==> src/design/cosim_pkg.sv <==
// ----------------------------------------------------------------------------
// Cosine similarity package
// Shared widths, codes, the queue entry type and the back-end state types.
// ----------------------------------------------------------------------------
package cosim_pkg;

    localparam int MAX_DIM        = 1024;
    localparam int VALUE_WIDTH    = 16;
    localparam int ADDR_WIDTH     = $clog2(MAX_DIM);
    localparam int LEN_WIDTH      = 11;
    localparam int ROW_WIDTH      = 16;
    localparam int SUM_WIDTH      = 48;
    localparam int PROD_WIDTH     = 2 * VALUE_WIDTH;
    localparam int CFG_DATA_WIDTH = 16;
    localparam int QUEUE_DEPTH    = 4;
    localparam int QPTR_WIDTH     = $clog2(QUEUE_DEPTH);
    localparam int QCNT_WIDTH     = QPTR_WIDTH + 1;

    // Input commands.
    localparam logic CMD_LOAD = 1'b0;
    localparam logic CMD_ROW  = 1'b1;

    // Configuration register indexes.
    localparam logic REG_VECTOR_LENGTH = 1'b0;
    localparam logic REG_ROW_COUNT     = 1'b1;

    typedef struct packed {
        logic [SUM_WIDTH-1:0] dot;
        logic [SUM_WIDTH-1:0] query_energy;
        logic [SUM_WIDTH-1:0] row_energy;
        logic [ROW_WIDTH-1:0] row_index;
        logic                 last_row;
    } row_sums_t;

    typedef enum logic [2:0] {
        BK_IDLE,
        BK_MUL,
        BK_DRAIN,
        BK_CHECK,
        BK_SQUARE,
        BK_FINISH
    } back_state_t;

    typedef enum logic [1:0] {
        PH_NORM,
        PH_MAG,
        PH_TRIAL
    } mul_phase_t;

endpackage

==> src/design/cosim_queue.sv <==
// ----------------------------------------------------------------------------
// Cosine similarity row queue
// Short queue of finished row sums between the front end and the scorer.
// ----------------------------------------------------------------------------
module cosim_queue (
    input  logic                             clk,
    input  logic                             rst_n,
    input  logic                             push,
    input  cosim_pkg::row_sums_t             push_data,
    input  logic                             pop,
    output logic                             head_valid,
    output cosim_pkg::row_sums_t             head_data,
    output logic [cosim_pkg::QCNT_WIDTH-1:0] count
);
    import cosim_pkg::*;

    row_sums_t             entry_reg [QUEUE_DEPTH];
    logic [QPTR_WIDTH-1:0] wr_ptr_reg, rd_ptr_reg;
    logic [QCNT_WIDTH-1:0] count_reg;

    assign head_valid = count_reg != '0;
    assign head_data  = entry_reg[rd_ptr_reg];
    assign count      = count_reg;

    always_ff @(posedge clk)
    begin
        if (push)
            entry_reg[wr_ptr_reg] <= push_data;
    end

    always_ff @(posedge clk or negedge rst_n)
    begin
        if (!rst_n)
        begin
            wr_ptr_reg <= '0;
            rd_ptr_reg <= '0;
            count_reg  <= '0;
        end
        else
        begin
            if (push)
                wr_ptr_reg <= wr_ptr_reg + 1'b1;
            if (pop)
                rd_ptr_reg <= rd_ptr_reg + 1'b1;
            count_reg <= count_reg + QCNT_WIDTH'(push) - QCNT_WIDTH'(pop);
        end
    end

endmodule

==> config.mk <==
export PLATFORM = sky130hd
export DESIGN_NAME = cosim_queue
export DESIGN_NICKNAME = d
export VERILOG_FILES = /design/src/design/cosim_pkg.sv /design/src/design/cosim_queue.sv
export SDC_FILE = /design/constraint.sdc
export NUM_CORES = 1
export LEC_CHECK = 0
export ABC_AREA = 0
export ABC_CLOCK_PERIOD_IN_PS = 6200
export CAP_MARGIN = 15
export CORE_ASPECT_RATIO = 1.1
export CORE_MARGIN = 1
export CORE_UTILIZATION = 30
export CTS_CLUSTER_SIZE = 25
export DETAILED_ROUTE_END_ITERATION = 7
export DONT_BUFFER_PORTS = 1
export PLACE_DENSITY_LB_ADDON = 0.3
export SKIP_LAST_GASP = 1
export SLEW_MARGIN = 20
export SYNTH_ARGS = -nofsm -noshare
export SYNTH_HDL_FRONTEND = slang
export SYNTH_SLANG_ARGS = --single-unit
==> constraint.sdc <==
create_clock -name clk -period 6.2 [get_ports clk]
set_input_delay 1.24 -clock clk [delete_from_list [all_inputs] [get_ports clk]]
set_output_delay 1.24 -clock clk [all_outputs]
set_load 0.005 [all_outputs]
=== Yosys cells after proc, flatten, opt, wreduce, memory -nomap -nowiden ===
Memory sizes are Yosys's and may differ from the RTL's.
Cells that the tools add are included.

* Register bits after elaboration: 7
* Bits in latches: 0
* Memory bits (writable): 644
* ROM bits: 0
* Bits of input ports: 165
* Logic and storage cells: 11
* Memories: 1

* Add/subtract/negate cells: 4
* Multipliers: 0
* Div/mod/pow operators: 0
* Magnitude comparators: 0
* Equal/unequal tests: 0
* Shift operators: 0
* Muxes and demuxes: 2
* Bitwise logic cells: 0
* Reduce and logical (&&, ||, !) cells: 1

{| class="wikitable"
|+ Memory list
! name !! depth !! width !! rd ports !! clocked after memory_dff !! write ports !! RTL line !! source
|-
| entry_reg || 4 || 161 || 1 || 0 || 1 || cosim_queue.sv:17 || <nowiki>row_sums_t entry_reg [QUEUE_DEPTH];</nowiki>
|}

{| class="wikitable"
|+ Operator list
! operator !! number
|-
| 2-bit by 1-bit adder with 2-bit output, second input constant || 2
|-
| 3-bit by 1-bit adder with 3-bit output || 1
|-
| 3-bit nonzero test || 1
|-
| 3-bit by 1-bit subtractor with 3-bit output || 1
|-
| 1-bit two-way mux || 2
|}

=== Logic depth before layout (Yosys ltp) ===
* Depth in word-level cells: 2
* Depth in mapped cells: 7
* Depth with buffers taken out: 7

=== Least setup slack after synthesis ===
No wires, ideal clock.

* Kind: input -> register
* From: in push
* To: mem entry_reg[0][0] (netlist name), enable pin
* Setup time: 0.540 ns
* Data arrival time: 4.908 ns
* Data required time: 5.660 ns
* Slack: 0.752 ns
* Cell stages on the path: 1
* Path through: and2_1

* Longest elaborated chain between the ends: 2

{| class="wikitable"
|+ Ends and longest elaborated chain
! element !! RTL line !! source
|-
| from (decl) || cosim_queue.sv:8 || <nowiki>input logic push,</nowiki>
|-
| 1-bit two-way mux || cosim_queue.sv:27 || <nowiki>if (push)</nowiki>
|-
| 1-bit two-way mux (not written as such) || cosim_queue.sv:28 || <nowiki>entry_reg[wr_ptr_reg] <= push_data;</nowiki>
|-
| to (decl) || cosim_queue.sv:17 ||
|}

No other way between the ends.

==> summary.md <==
| Metric | Value |
|---|---|
| # DRC | `0` |
| DIE WIDTH | `around 270 µm` |
| Run status | `completed` |
| LEAKAGE | `8.30 nW` |
| I/O pin total | `330` |
| Final Hold Viols | `0` |
| Seq/Total Area, Yosys | `82.8%` |
| Clk Latency, worst-skew pair | `0.58 ns` |
| CTS Sinks | `about 650` |
| Nets | `roughly 1100` |
| Cell with the most instances after synthesis | `edfxtp_1` |
| Overflow after GRT | `0` |
| Worst slew pin tran | `1.02 ns` |
| WL final | `approximately 47 mm` |
| Pwr dens | `~480 nW/µm²` |
| CTS tree | `done` |
| Hpwl dp | `~27 mm` |
| Post-CTS sizing | `0` |
| Critical path class | `register to primary output` |
| Top_reg_cell synth | `edfxtp_1` |
| Worst EP required | `4.96 ns` |
| Max-cap violations | `0` |
| FF+latch count, synth | `651` |
| Cell row count | `107` |
| Fin crit share | `a little under two thirds` |
| Slew margin rel. | `32.1%` |
| R2r endpoint | `entry_reg[0][6]` |
| Post-synthesis average cell area | `approximately 27 µm²` |
| TritonCTS Buffers | `71` |
| Root Buffer | `clkbuf_16` |
| Worst reg2reg path depth | `4` |
| Synth top cells by count | `644 x edfxtp_1, 161 x mux4_2, 19 x buf_2` |
| Final Slew Violations | `0` |
| Die Area | `between 70000 and 80000 µm²` |
| Largest net degree at the start of global routing | `115` |
| Skew final | `0.0127 ns` |
| Vias in the first global route | `9907` |
| Hold buffers post-CTS | `0` |
| Initial DRC Count | `between 500 and 600` |
| Post-CTS setup buffer count | `0` |
| Antenna diodes | `0` |
| H-tree depth | `3` |
| Tightest Hold Check Type | `input port to asynchronous set/reset pin` |
| Clock-pin slew on the worst setup and hold paths | `0.06 ns` |
| Synthesized Nets | `1046` |
| FILL cells | `around 7000` |
| EDFF count, synth | `644` |
| FF-to-FF Start | `wr_ptr_reg[0]` |
| Synth warn | `0` |
| Antenna Nets Post-Route | `0` |
| First-pass GRT wire length | `a little under 70 mm` |
| Min cycle time layout | `between 3 and 4 ns` |
| Post-synth top area share | `82.0%` |
| Gate power share | `approximately 22%` |
| Worst Path Arrival | `2.69 ns` |
| Clk buf depth | `3` |
| Synth Cell Area | `23600 µm²` |
| Via count | `9200` |
| Worst setup path end | `head_data[66]` |
| Max Fclk | `254 MHz` |
| Total core area | `77600 µm²` |
| Critical path launch point type | `register` |
| Share of layout cells above drive strength 1 | `between 20% and 30%` |
| Gpl congestion | `just under 0.7` |
| Endpoints failing setup | `0` |
| Switching share of power | `27.2%` |
| Worst Setup SP | `rd_ptr_reg[1]` |
| Max reg flops | `644` |
| Reg power frac | `47.1%` |
| Hold slack | `0.341 ns` |
| Initial antenna violation count | `2` |
| Worst setup EP type | `primary output` |
| Initial Utilization | `a little under a third` |
| Die H | `roughly 300 µm` |
| R2R setup slack | `roughly 3.6 ns` |
| Gr usage total | `a little under an eighth` |
| Peak supply drop | `0.000325 V` |
| Synth cell types | `17` |
| Critical Path Fanout Max | `45` |
| Clock power share | `31.2%` |
| Drt wl/cell | `23.3 µm` |
| DR pass1 iterations | `4` |
| Ys async rst share | `around 1.1%` |
| Int Power | `9.36 mW` |
| RSZ-0062 raised after global routing | `no` |
| Sw Pwr | `between 3 and 4 mW` |
| Setup_tns | `0 ns` |
| Area leader, netlist | `edfxtp_1` |
| IO Port Bufs | `0` |
| Synthesized instance count | `874` |
| Synth top area cells | `edfxtp_1 82%, mux4_2 15%, dfrtp_1 0.74%, buf_6 0.43%, buf_2 0.40%` |
| Vias per cell | `4.58` |
| Area delta synth->final | `14.7%` |
-- worst min path at each step --
stage                  start  depth (start not counted)            end
6_report               rst_n                          0       count[1]
5_1_grt                rst_n                          0  rd_ptr_reg[0]
4_1_cts                rst_n                          0       count[0]
3_5_place_dp   wr_ptr_reg[0]                          1  wr_ptr_reg[0]
3_3_place_gp   wr_ptr_reg[0]                          1  wr_ptr_reg[0]
2_1_floorplan  wr_ptr_reg[0]                          1  wr_ptr_reg[0]
-- power by group through the flow --
stage / Clock (mW) / Sequential [mW] / Combinational, mW
5_1_grt: 4.30 / 6.14 / 3.03
3_5_place_dp: 0 / 6.17 / 2.94
3_3_place_gp: 0 / 6.13 / 2.95
6_report: 4.01 / 6.06 / 2.80
2_1_floorplan: 0 / 6.09 / 2.21
4_1_cts: 4.15 / 6.08 / 2.95
-- per-layer routing --
metal	up-vias	global-route usage, %	share of wire, %
met5	-	0	0.058
met1	4942	12.9	36
met4	4	4.56	2.5
li1	3890	-	-
met3	80	6.03	11
met2	284	19.0	50
-- per-stage QoR --
step / setup WS [ns] / util [%] / cell area, µm² / instances / power (mW)
2_1_floorplan: 0.752 / - / 23600 / 874 / 8.30
3_3_place_gp: 2.78 / 32.0 / 24800 / 1883 / 9.08
3_5_place_dp: 2.77 / 32.0 / 24800 / 1883 / 9.12
4_1_cts: 2.10 / 34.8 / 27000 / 2007 / 13.2
5_1_grt: 2.03 / 34.8 / 27000 / 2007 / 13.5
6_report: 2.27 / 34.8 / 27000 / 2007 / 12.9
-- area by class of cell --
cell class	count	area (µm²)	share of cell area (%)
clock inverter	38	365	1.35
multi-input combinational	181	3820	14.1
sequential	651	19500	72.2
inverter	6	22.5	0.0833
tap	1035	1290	4.79
timing repair buffer	10	163	0.602
clock buffer	86	1850	6.86
-- critical path, stage by stage (launching register included) --
cell and delay, ns:
dfrtp_4 0.92, buf_4 0.67, mux4_2 0.47
-- cells in the final DEF (no fill, tap or decap) --
cell / n
edfxtp_1: 644
mux4_2: 161
clkbuf_16: 72
clkbuf_1: 14
clkinv_1: 13
clkinv_2: 9
buf_12: 7
inv_1: 6
ha_1: 6
bufinv_16: 6
dfrtp_1: 5
and2_4: 4
inv_6: 4
xnor2_1: 3
clkinvlp_4: 3
buf_4: 3
xor2_1: 2
nand2_1: 2
clkinv_4: 2
dfrtp_4: 2
or3_1: 1
o21ai_0: 1
fa_1: 1
clkinv_8: 1
-- cell families after synthesis --
| family | synth area share, % |
|---|---|
| buffers and inverters | 1.07 |
| multiplexers | 15.4 |
| AND/OR/NAND/NOR | 0.165 |
| AO/OA/AOI/OAI | 0.0212 |
| XOR/XNOR | 0.186 |
| adder cells (fa/ha/maj) | 0.403 |
| flip-flops | 82.8 |
Note: power is estimated with default switching activity, not from simulation.
