===== src/design/cosim_pkg.sv =====
// ----------------------------------------------------------------------------
// Cosine similarity package
// Shared widths, codes, the queue entry type and the back-end state types.
// ----------------------------------------------------------------------------
package cosim_pkg;

    localparam int MAX_DIM        = 1024;
    localparam int VALUE_WIDTH    = 16;
    localparam int ADDR_WIDTH     = $clog2(MAX_DIM);
    localparam int LEN_WIDTH      = 11;
    localparam int ROW_WIDTH      = 16;
    localparam int SUM_WIDTH      = 48;
    localparam int PROD_WIDTH     = 2 * VALUE_WIDTH;
    localparam int CFG_DATA_WIDTH = 16;
    localparam int QUEUE_DEPTH    = 4;
    localparam int QPTR_WIDTH     = $clog2(QUEUE_DEPTH);
    localparam int QCNT_WIDTH     = QPTR_WIDTH + 1;

    // Input commands.
    localparam logic CMD_LOAD = 1'b0;
    localparam logic CMD_ROW  = 1'b1;

    // Configuration register indexes.
    localparam logic REG_VECTOR_LENGTH = 1'b0;
    localparam logic REG_ROW_COUNT     = 1'b1;

    typedef struct packed {
        logic [SUM_WIDTH-1:0] dot;
        logic [SUM_WIDTH-1:0] query_energy;
        logic [SUM_WIDTH-1:0] row_energy;
        logic [ROW_WIDTH-1:0] row_index;
        logic                 last_row;
    } row_sums_t;

    typedef enum logic [2:0] {
        BK_IDLE,
        BK_MUL,
        BK_DRAIN,
        BK_CHECK,
        BK_SQUARE,
        BK_FINISH
    } back_state_t;

    typedef enum logic [1:0] {
        PH_NORM,
        PH_MAG,
        PH_TRIAL
    } mul_phase_t;

endpackage


===== src/design/cosim_back.sv =====
// ----------------------------------------------------------------------------
// Cosine similarity scorer
// Turns one row's sums into a rounded Q1.15 score with a shared 32x32
// multiplier: norm product, squared magnitude, then a bitwise search.
// ----------------------------------------------------------------------------
module cosim_back (
    input  logic                                 clk,
    input  logic                                 rst_n,
    input  logic                                 head_valid,
    input  cosim_pkg::row_sums_t                 head_data,
    output logic                                 pop,
    output logic                                 out_valid,
    input  logic                                 out_ready,
    output logic signed [cosim_pkg::VALUE_WIDTH-1:0] score,
    output logic                                 zero_denominator,
    output logic [cosim_pkg::ROW_WIDTH-1:0]      row_index,
    output logic                                 last_row
);
    import cosim_pkg::*;

    back_state_t state_reg, state_next;
    mul_phase_t  phase_reg;
    logic [2:0]  cnt_reg;
    logic [3:0]  bit_reg;
    logic        pp_valid_reg;

    logic [SUM_WIDTH-1:0]   mag_reg;
    logic                   neg_reg, zero_reg, last_reg;
    logic [ROW_WIDTH-1:0]   row_reg;
    logic [95:0]            opa_reg, p_reg;
    logic [63:0]            opb_reg, pp_reg;
    logic [1:0]             sh_reg;
    logic [127:0]           acc_reg, l_reg;
    logic [15:0]            k_reg, trial;
    logic [16:0]            m_wide;
    logic [31:0]            m_sq;
    logic [31:0]            a_chunk, b_chunk;
    logic                   trial_ok, out_free, issue, clear_acc;
    logic [VALUE_WIDTH-1:0] score_val;

    logic                          out_valid_reg, zero_out_reg, last_out_reg;
    logic signed [VALUE_WIDTH-1:0] score_reg;
    logic [ROW_WIDTH-1:0]          row_out_reg;

    assign out_free = !out_valid_reg || out_ready;
    assign trial    = k_reg | (16'h0001 << bit_reg);
    assign m_wide   = {trial, 1'b0} - 1'b1;
    assign m_sq     = m_wide[15:0] * m_wide[15:0];
    assign trial_ok = acc_reg <= l_reg;

    always_comb
    begin
        unique case (cnt_reg[2:1])
            2'd0:    a_chunk = opa_reg[31:0];
            2'd1:    a_chunk = opa_reg[63:32];
            default: a_chunk = opa_reg[95:64];
        endcase
        b_chunk = cnt_reg[0] ? opb_reg[63:32] : opb_reg[31:0];
    end

    // Next state.
    always_comb
    begin
        state_next = state_reg;
        unique case (state_reg)
            BK_IDLE:   if (head_valid) state_next = BK_MUL;
            BK_MUL:    if (cnt_reg == 3'd5) state_next = BK_DRAIN;
            BK_DRAIN:  state_next = BK_CHECK;
            BK_CHECK:
            begin
                unique case (phase_reg)
                    PH_NORM:  state_next = (acc_reg <= 128'd2) ? BK_FINISH : BK_MUL;
                    PH_MAG:   state_next = BK_SQUARE;
                    default:
                    begin
                        if ((trial_ok && bit_reg == 4'd15) || bit_reg == 4'd0)
                            state_next = BK_FINISH;
                        else
                            state_next = BK_SQUARE;
                    end
                endcase
            end
            BK_SQUARE: state_next = BK_MUL;
            BK_FINISH: if (out_free) state_next = BK_IDLE;
            default:   state_next = BK_IDLE;
        endcase
    end

    // Control outputs.
    always_comb
    begin
        pop       = 1'b0;
        issue     = 1'b0;
        clear_acc = 1'b0;
        unique case (state_reg)
            BK_IDLE:
            begin
                pop       = head_valid;
                clear_acc = 1'b1;
            end
            BK_MUL:    issue     = 1'b1;
            BK_CHECK:  clear_acc = 1'b1;
            BK_SQUARE: clear_acc = 1'b1;
            default:   ;
        endcase
    end

    always_comb
    begin
        if (zero_reg)
            score_val = '0;
        else if (neg_reg)
            score_val = 16'd0 - k_reg;
        else if (k_reg[15])
            score_val = 16'h7FFF;
        else
            score_val = k_reg;
    end

    always_ff @(posedge clk)
    begin
        pp_reg <= a_chunk * b_chunk;
        sh_reg <= cnt_reg[2:1] + {1'b0, cnt_reg[0]};
        if (clear_acc)
            acc_reg <= '0;
        else if (pp_valid_reg)
            acc_reg <= acc_reg + ({64'd0, pp_reg} << {sh_reg, 5'd0});

        unique case (state_reg)
            BK_IDLE:
            begin
                neg_reg  <= head_data.dot[SUM_WIDTH-1];
                mag_reg  <= head_data.dot[SUM_WIDTH-1] ? SUM_WIDTH'(0) - head_data.dot
                                                       : head_data.dot;
                opa_reg  <= {48'd0, head_data.query_energy};
                opb_reg  <= {16'd0, head_data.row_energy};
                row_reg  <= head_data.row_index;
                last_reg <= head_data.last_row;
                zero_reg <= 1'b0;
            end
            BK_CHECK:
            begin
                unique case (phase_reg)
                    PH_NORM:
                    begin
                        p_reg    <= acc_reg[95:0];
                        zero_reg <= acc_reg <= 128'd2;
                        opa_reg  <= {48'd0, mag_reg};
                        opb_reg  <= {16'd0, mag_reg};
                    end
                    PH_MAG:
                    begin
                        l_reg <= acc_reg << 32;
                        k_reg <= '0;
                    end
                    default:
                    begin
                        if (trial_ok)
                            k_reg <= trial;
                    end
                endcase
            end
            BK_SQUARE:
            begin
                opa_reg <= p_reg;
                opb_reg <= {32'd0, m_sq};
            end
            default: ;
        endcase

        if (state_reg == BK_FINISH && out_free)
        begin
            score_reg    <= score_val;
            zero_out_reg <= zero_reg;
            row_out_reg  <= row_reg;
            last_out_reg <= last_reg;
        end
    end

    always_ff @(posedge clk or negedge rst_n)
    begin
        if (!rst_n)
        begin
            state_reg     <= BK_IDLE;
            phase_reg     <= PH_NORM;
            cnt_reg       <= '0;
            bit_reg       <= '0;
            pp_valid_reg  <= 1'b0;
            out_valid_reg <= 1'b0;
        end
        else
        begin
            state_reg    <= state_next;
            pp_valid_reg <= issue;
            cnt_reg      <= issue ? cnt_reg + 1'b1 : '0;
            if (state_reg == BK_IDLE)
                phase_reg <= PH_NORM;
            else if (state_reg == BK_CHECK)
            begin
                unique case (phase_reg)
                    PH_NORM: phase_reg <= PH_MAG;
                    PH_MAG:
                    begin
                        phase_reg <= PH_TRIAL;
                        bit_reg   <= 4'd15;
                    end
                    default: bit_reg <= bit_reg - 1'b1;
                endcase
            end
            if (state_reg == BK_FINISH && out_free)
                out_valid_reg <= 1'b1;
            else if (out_ready)
                out_valid_reg <= 1'b0;
        end
    end

    assign out_valid        = out_valid_reg;
    assign score            = score_reg;
    assign zero_denominator = zero_out_reg;
    assign row_index        = row_out_reg;
    assign last_row         = last_out_reg;

endmodule


===== config.mk =====
export PLATFORM = sky130hd
export DESIGN_NAME = cosim_back
export DESIGN_NICKNAME = d
export VERILOG_FILES = /design/src/design/cosim_pkg.sv /design/src/design/cosim_back.sv
export SDC_FILE = /design/constraint.sdc
export NUM_CORES = 2
export LEC_CHECK = 0
export BUFFER_PORTS_ARGS = -buffer_cell sky130_fd_sc_hd__buf_2
export CAP_MARGIN = 0
export CORE_ASPECT_RATIO = 0.8
export CORE_MARGIN = 1.5
export CORE_UTILIZATION = 27
export CTS_CLUSTER_DIAMETER = 80
export CTS_CLUSTER_SIZE = 28
export DETAILED_ROUTE_END_ITERATION = 8
export GPL_ROUTABILITY_DRIVEN = 0
export MAX_ROUTING_LAYER = met4
export SLEW_MARGIN = 10
export SYNTH_ARGS = -nofsm -noshare
export SYNTH_HDL_FRONTEND = slang
export SYNTH_SLANG_ARGS = --single-unit

===== constraint.sdc =====
create_clock -name clk -period 9.3 [get_ports clk]
set_clock_uncertainty 0.1 [all_clocks]
set_input_delay 0.465 -clock clk [delete_from_list [all_inputs] [get_ports clk]]
set_output_delay 0.465 -clock clk [all_outputs]
set_load 0.01 [all_outputs]

; ---- Yosys cells after proc, flatten, opt, wreduce, memory -nomap -nowiden
; Index checks and enable logic that the tools add are counted.
[op_classes]
muxes = 30
addsub = 7
n_mul = 2
magnitude_cmp = 2
shifts = 2
eq_ne = 13
bitwise = 3
reduce_logical = 23
[ops]
columns = operator, n
row1 = 96-bit one-hot mux with 3 select lines, 1
row2 = 64-bit one-hot mux with 3 select lines, 1
row3 = 128-bit adder, 1
row4 = 128-bit less-or-equal comparator, 1
row5 = "128-bit by 2-bit less-or-equal comparator with 1-bit output, second input constant", 1
row6 = 64-bit by 7-bit << shifter with 128-bit output, 1
row7 = 96-bit two-way mux, 1
row8 = 32-bit by 32-bit multiplier with 64-bit output, 1
row9 = 64-bit two-way mux, 1
row10 = 32-bit one-hot mux with 2 select lines, 1
row11 = "1-bit by 48-bit subtractor with 48-bit output, first input constant", 1
row12 = 47-bit two-way mux, 1
row13 = 16-bit by 16-bit multiplier with 32-bit output, 1
row14 = 16-bit two-way mux, 2
row15 = 32-bit two-way mux, 1
row16 = 16-bit one-hot mux with 2 select lines, 1
row17 = 3-bit one-hot mux with 6 select lines, 1
row18 = 16-bit OR, 1
row19 = "1-bit by 4-bit << shifter with 16-bit output, first input constant", 1
row20 = "1-bit by 16-bit subtractor with 16-bit output, first input constant", 1
row21 = "16-bit by 1-bit subtractor with 16-bit output, second input constant", 1
row22 = 15-bit two-way mux, 1
row23 = 3-bit two-way mux, 5
row24 = 2-bit AND reduction, 5
row25 = 27 further kinds, 49
[word_totals]
ff_bits = 677
out_inout_bits = 36
word_cells = 106

; ---- Logic depth before layout (Yosys ltp)
[logic_depth]
word_depth = 6
mapped_depth = 35
depth_no_buf = 34

; ---- Worst setup path after synthesis
; No wires, ideal clock.
[synth_path]
path_kind = reg-to-reg
startpoint = register cnt_reg[1]
endpoint = register pp_reg[58]
arrival_time_ps = 8956
required_time_ps = 9073
n_path_buf = 3
setup_time_ps = 127
slack_ps = 117
stages_incl_launch_ff = 32
cell_sequence = dfrtp_1 -> clkbuf_1 -> clkbuf_1 -> mux2i_1 -> o21ai_1 -> clkbuf_1 -> nand2_1 -> fa_1 -> inv_1 -> fa_1 -> fa_1 -> inv_1 -> fa_1 -> inv_1 -> fa_1 -> fa_1 -> fa_1 -> inv_1 -> fa_1 -> inv_1 -> ha_1 -> a21o_1 -> a21o_1 -> a21oi_1 -> o221ai_1 -> a221o_1 -> a41oi_1 -> o21ai_1 -> a221o_1 -> a41oi_2 -> o21ai_0 -> xor2_1
[synth_via]
elab_chain_len = 3
[synth_rtl]
columns = item, line_no
row1 = from (decl), cosim_back.sv:23  ; logic [2:0] cnt_reg;
row2 = from (signal assigned), cosim_back.sv:195  ; cnt_reg <= issue ? cnt_reg + 1'b1 : '0;
row3 = 2-bit by 1-bit equality test with 1-bit output or 2-bit zero test (tied branches), cosim_back.sv:53  ; unique case (cnt_reg[2:1])
row4 = 32-bit one-hot mux with 2 select lines *, cosim_back.sv:53
row5 = 32-bit by 32-bit multiplier with 64-bit output *, cosim_back.sv:122  ; pp_reg <= a_chunk * b_chunk;
row6 = to (signal assigned), cosim_back.sv:122
row7 = to (decl), cosim_back.sv:31  ; logic [63:0] opb_reg, pp_reg;
; Every way passes the cells marked *; elsewhere a longest branch is shown, timed or not.
; A chain may end at the register's enable or synchronous reset.

; ---- Worst setup path after layout
; Ends and elaborated chain as after synthesis.

==> impl_metrics.tcl <==
set metrics [dict create \
    cts-root-buf "clkbuf_16" \
    die_x_um 597 \
    hold_start "head_data[57]" \
    wl_per_cell_um 22.6 \
    synth_cell_type_count 89 \
    cts_made_buffers 38 \
    max_slew_margin_pct 21.2 \
    grtUsageMet2_pct 26.8 \
    finalSetupViolCount 0 \
    clock-sinks 661 \
    hpwlAfterDp_um 226000 \
    die_y_um 478 \
    grt_usage_pct 19.5 \
    fp.coreArea_um2 281000 \
    clk_latency_ns 0.67 \
    holdPathStages 2 \
    multi_input_area_um2 51900 \
    worst_pin_slew_ns 1.15 \
    grt_pass1_vias 59600 \
    synthCells 8286 \
    cts_tree "built" \
    synth.avg_cell_area_um2 9.20 \
    antenna_found_initial 24 \
    clk_pin_slew_ns 0.11 \
    vias_per_cell 5.03 \
    grt_use_met3_pct 5.21 \
    synthToLayoutAreaGrowth_pct 10.5 \
    hold_viol_final 0 \
    drv_cap 0 \
    top_usage_layer "met1" \
    r2r_start "cnt_reg[1]" \
    core.rowCount 174 \
    synth.area.top_cells "fa_1, edfxtp_1, ha_1, inv_1, nand2_1" \
    drive_above_1_share_pct 7.40 \
    use_met1_pct 27.6 \
    asyncSetResetFlopFracSynth_pct 2.12 \
    first_iter_violations 8051 \
    crit_type "reg2reg" \
    grt_setup_unrepaired "no" \
    slowest_stage "fa_1" \
    end_kind "flop" \
    r2r_slack_ns 0.30 \
    synth.top_cell.area_share_pct 27.9 \
    antenna_violating_nets_post_route 0 \
    max_stage_delay_ns 0.57 \
    ys_ff_latch 661 \
    num_vias 61100 \
    hp-class "in2reg" \
    fillers 29400 \
    yosysMostFrequentCell "inv_1" \
    layout.nets 10200 \
    ys.flop_type "edfxtp_1" \
    synth_area_um2 76300 \
    grt_max_degree 87 \
    grt_overflow_total 0 \
    drcViolationCount 0 \
    largest_register_ff_count 128 \
    start_kind "flop" \
    yosys_warnings 0 \
    worst_r2r_path_depth 29 \
    drv_slew 0 \
    cp.arrival_ns 9.46 \
    cts_max_level 2 \
    grt_pass1_wl_um 404000 \
    netlist_top_cells_count "inv_1, nand2_1, fa_1" \
    synth_top_area_cell "fa_1" \
    dieArea_um2 286000 \
    regToRegEndpoint "pp_reg[58]" \
    port_buffers 200 \
    synth_edf_count 453 \
    ios 201 \
    period_share_pct 96.8 \
    postSynthNetCount 10100 \
    postLayoutCoreUtil_pct 30.0 \
    status "complete, no violations" \
    tns_ns 0 \
    min_period_ns 9.00 \
    required_ns 9.76 \
    holdPathEnd "opb_reg[40]" \
    layout.area.seq_um2 17800 \
    cp_common_cell "fa_1" \
    totalWireLength_um 274000 \
    start_util_pct 27.2 \
    timing.fmax_mhz 111 \
    yosysSeqAreaShare_pct 23.4 \
    drt_pass1_iterations 9 \
    crit_fanout 34 \
    clockBufferDepth 3 \
]
-- repair_timing --
item                                   CTS  global route
buffers inserted                         0             1
setup endpoints to repair                0            21
endpoints found under the hold margin   47             0
resized for setup                        0            17
hold buffers                            34             0
-- metrics by stage --
stage	area [um^2]	hold WS [ns]	setup WS, ns	instances
after detailed placement	82500	0.305	0.248	12000
final	84300	0.0269	0.296	12100
after CTS	84200	0.00583	0.222	12100
after floorplan	76300	0.0694	0.117	8286
after global routing	84300	0.0191	0.0119	12100
after global placement	82500	0.301	0.283	12000
-- critical path: cells and delay by family (launching register included) --
kind / cells / cell delay [ns]
compound gates: 11 / 2.71
fa+ha+maj: 9 / 4.39
xor+xnor: 1 / 0.16
simple gates: 1 / 0.10
flops: 1 / 0.39
buf+inv: 6 / 0.75
mux: 1 / 0.28
-- cells in the final DEF (no fill, tap or decap), types with 70 or more instances in the layout --
cell      count
a21o_1      168
a21oi_1     328
and2_1       70
and3_1       84
buf_2       200
buf_4       220
dfxtp_1     192
edfxtp_1    453
fa_1       1061
ha_1        590
inv_1      1406
mux2i_1     129
nand2_1    1120
nand4_1     101
nor2_1      698
nor2b_1      72
o21a_1       71
o21ai_0     230
xnor2_1     172
xor2_1       74
-- routing by layer --
layer | part of all wire [%] | vias to the layer above
li1 | - | 27100
met1 | 44 | 30400
met2 | 41 | 3231
met3 | 12 | 435
met4 | 3.6 | 0
met5 | 0 | -
-- area by class of cell --
cell class / count / share of cell area (%)
Multi-Input combinational cell: 5819 / 61.6
Sequential cell: 661 / 21.2
Inverter: 1417 / 6.31
Tap cell: 3696 / 5.49
Timing Repair Buffer: 470 / 3.86
Clock buffer: 48 / 1.20
Clock inverter: 21 / 0.368
Antenna cell: 14 / 0.0416
-- logic make-up after synthesis --
group / after synthesis / synth area share [%]
buffers and inverters: 1806 / 8.91
XOR/XNOR: 246 / 2.83
AND/OR/NAND/NOR: 2488 / 14.4
flip-flops: 661 / 23.4
adder cells (fa/ha/maj): 1651 / 37.5
multiplexers: 151 / 2.01
AO/OA/AOI/OAI: 1283 / 10.9
-- worst max-delay path by stage --
| stage | startpoint | to | depth (start not counted) |
|---|---|---|---|
| final | cnt_reg[1] | pp_reg[58] | 29 |
| after global routing | cnt_reg[1] | pp_reg[58] | 29 |
| after CTS | cnt_reg[1] | pp_reg[58] | 29 |
| after detailed placement | cnt_reg[1] | pp_reg[58] | 29 |
| after global placement | cnt_reg[1] | pp_reg[58] | 29 |
| after floorplan | cnt_reg[1] | pp_reg[58] | 31 |
Power is not shown: default switching activity piles up to over one toggle a cycle in this logic, so the estimate is an artifact.
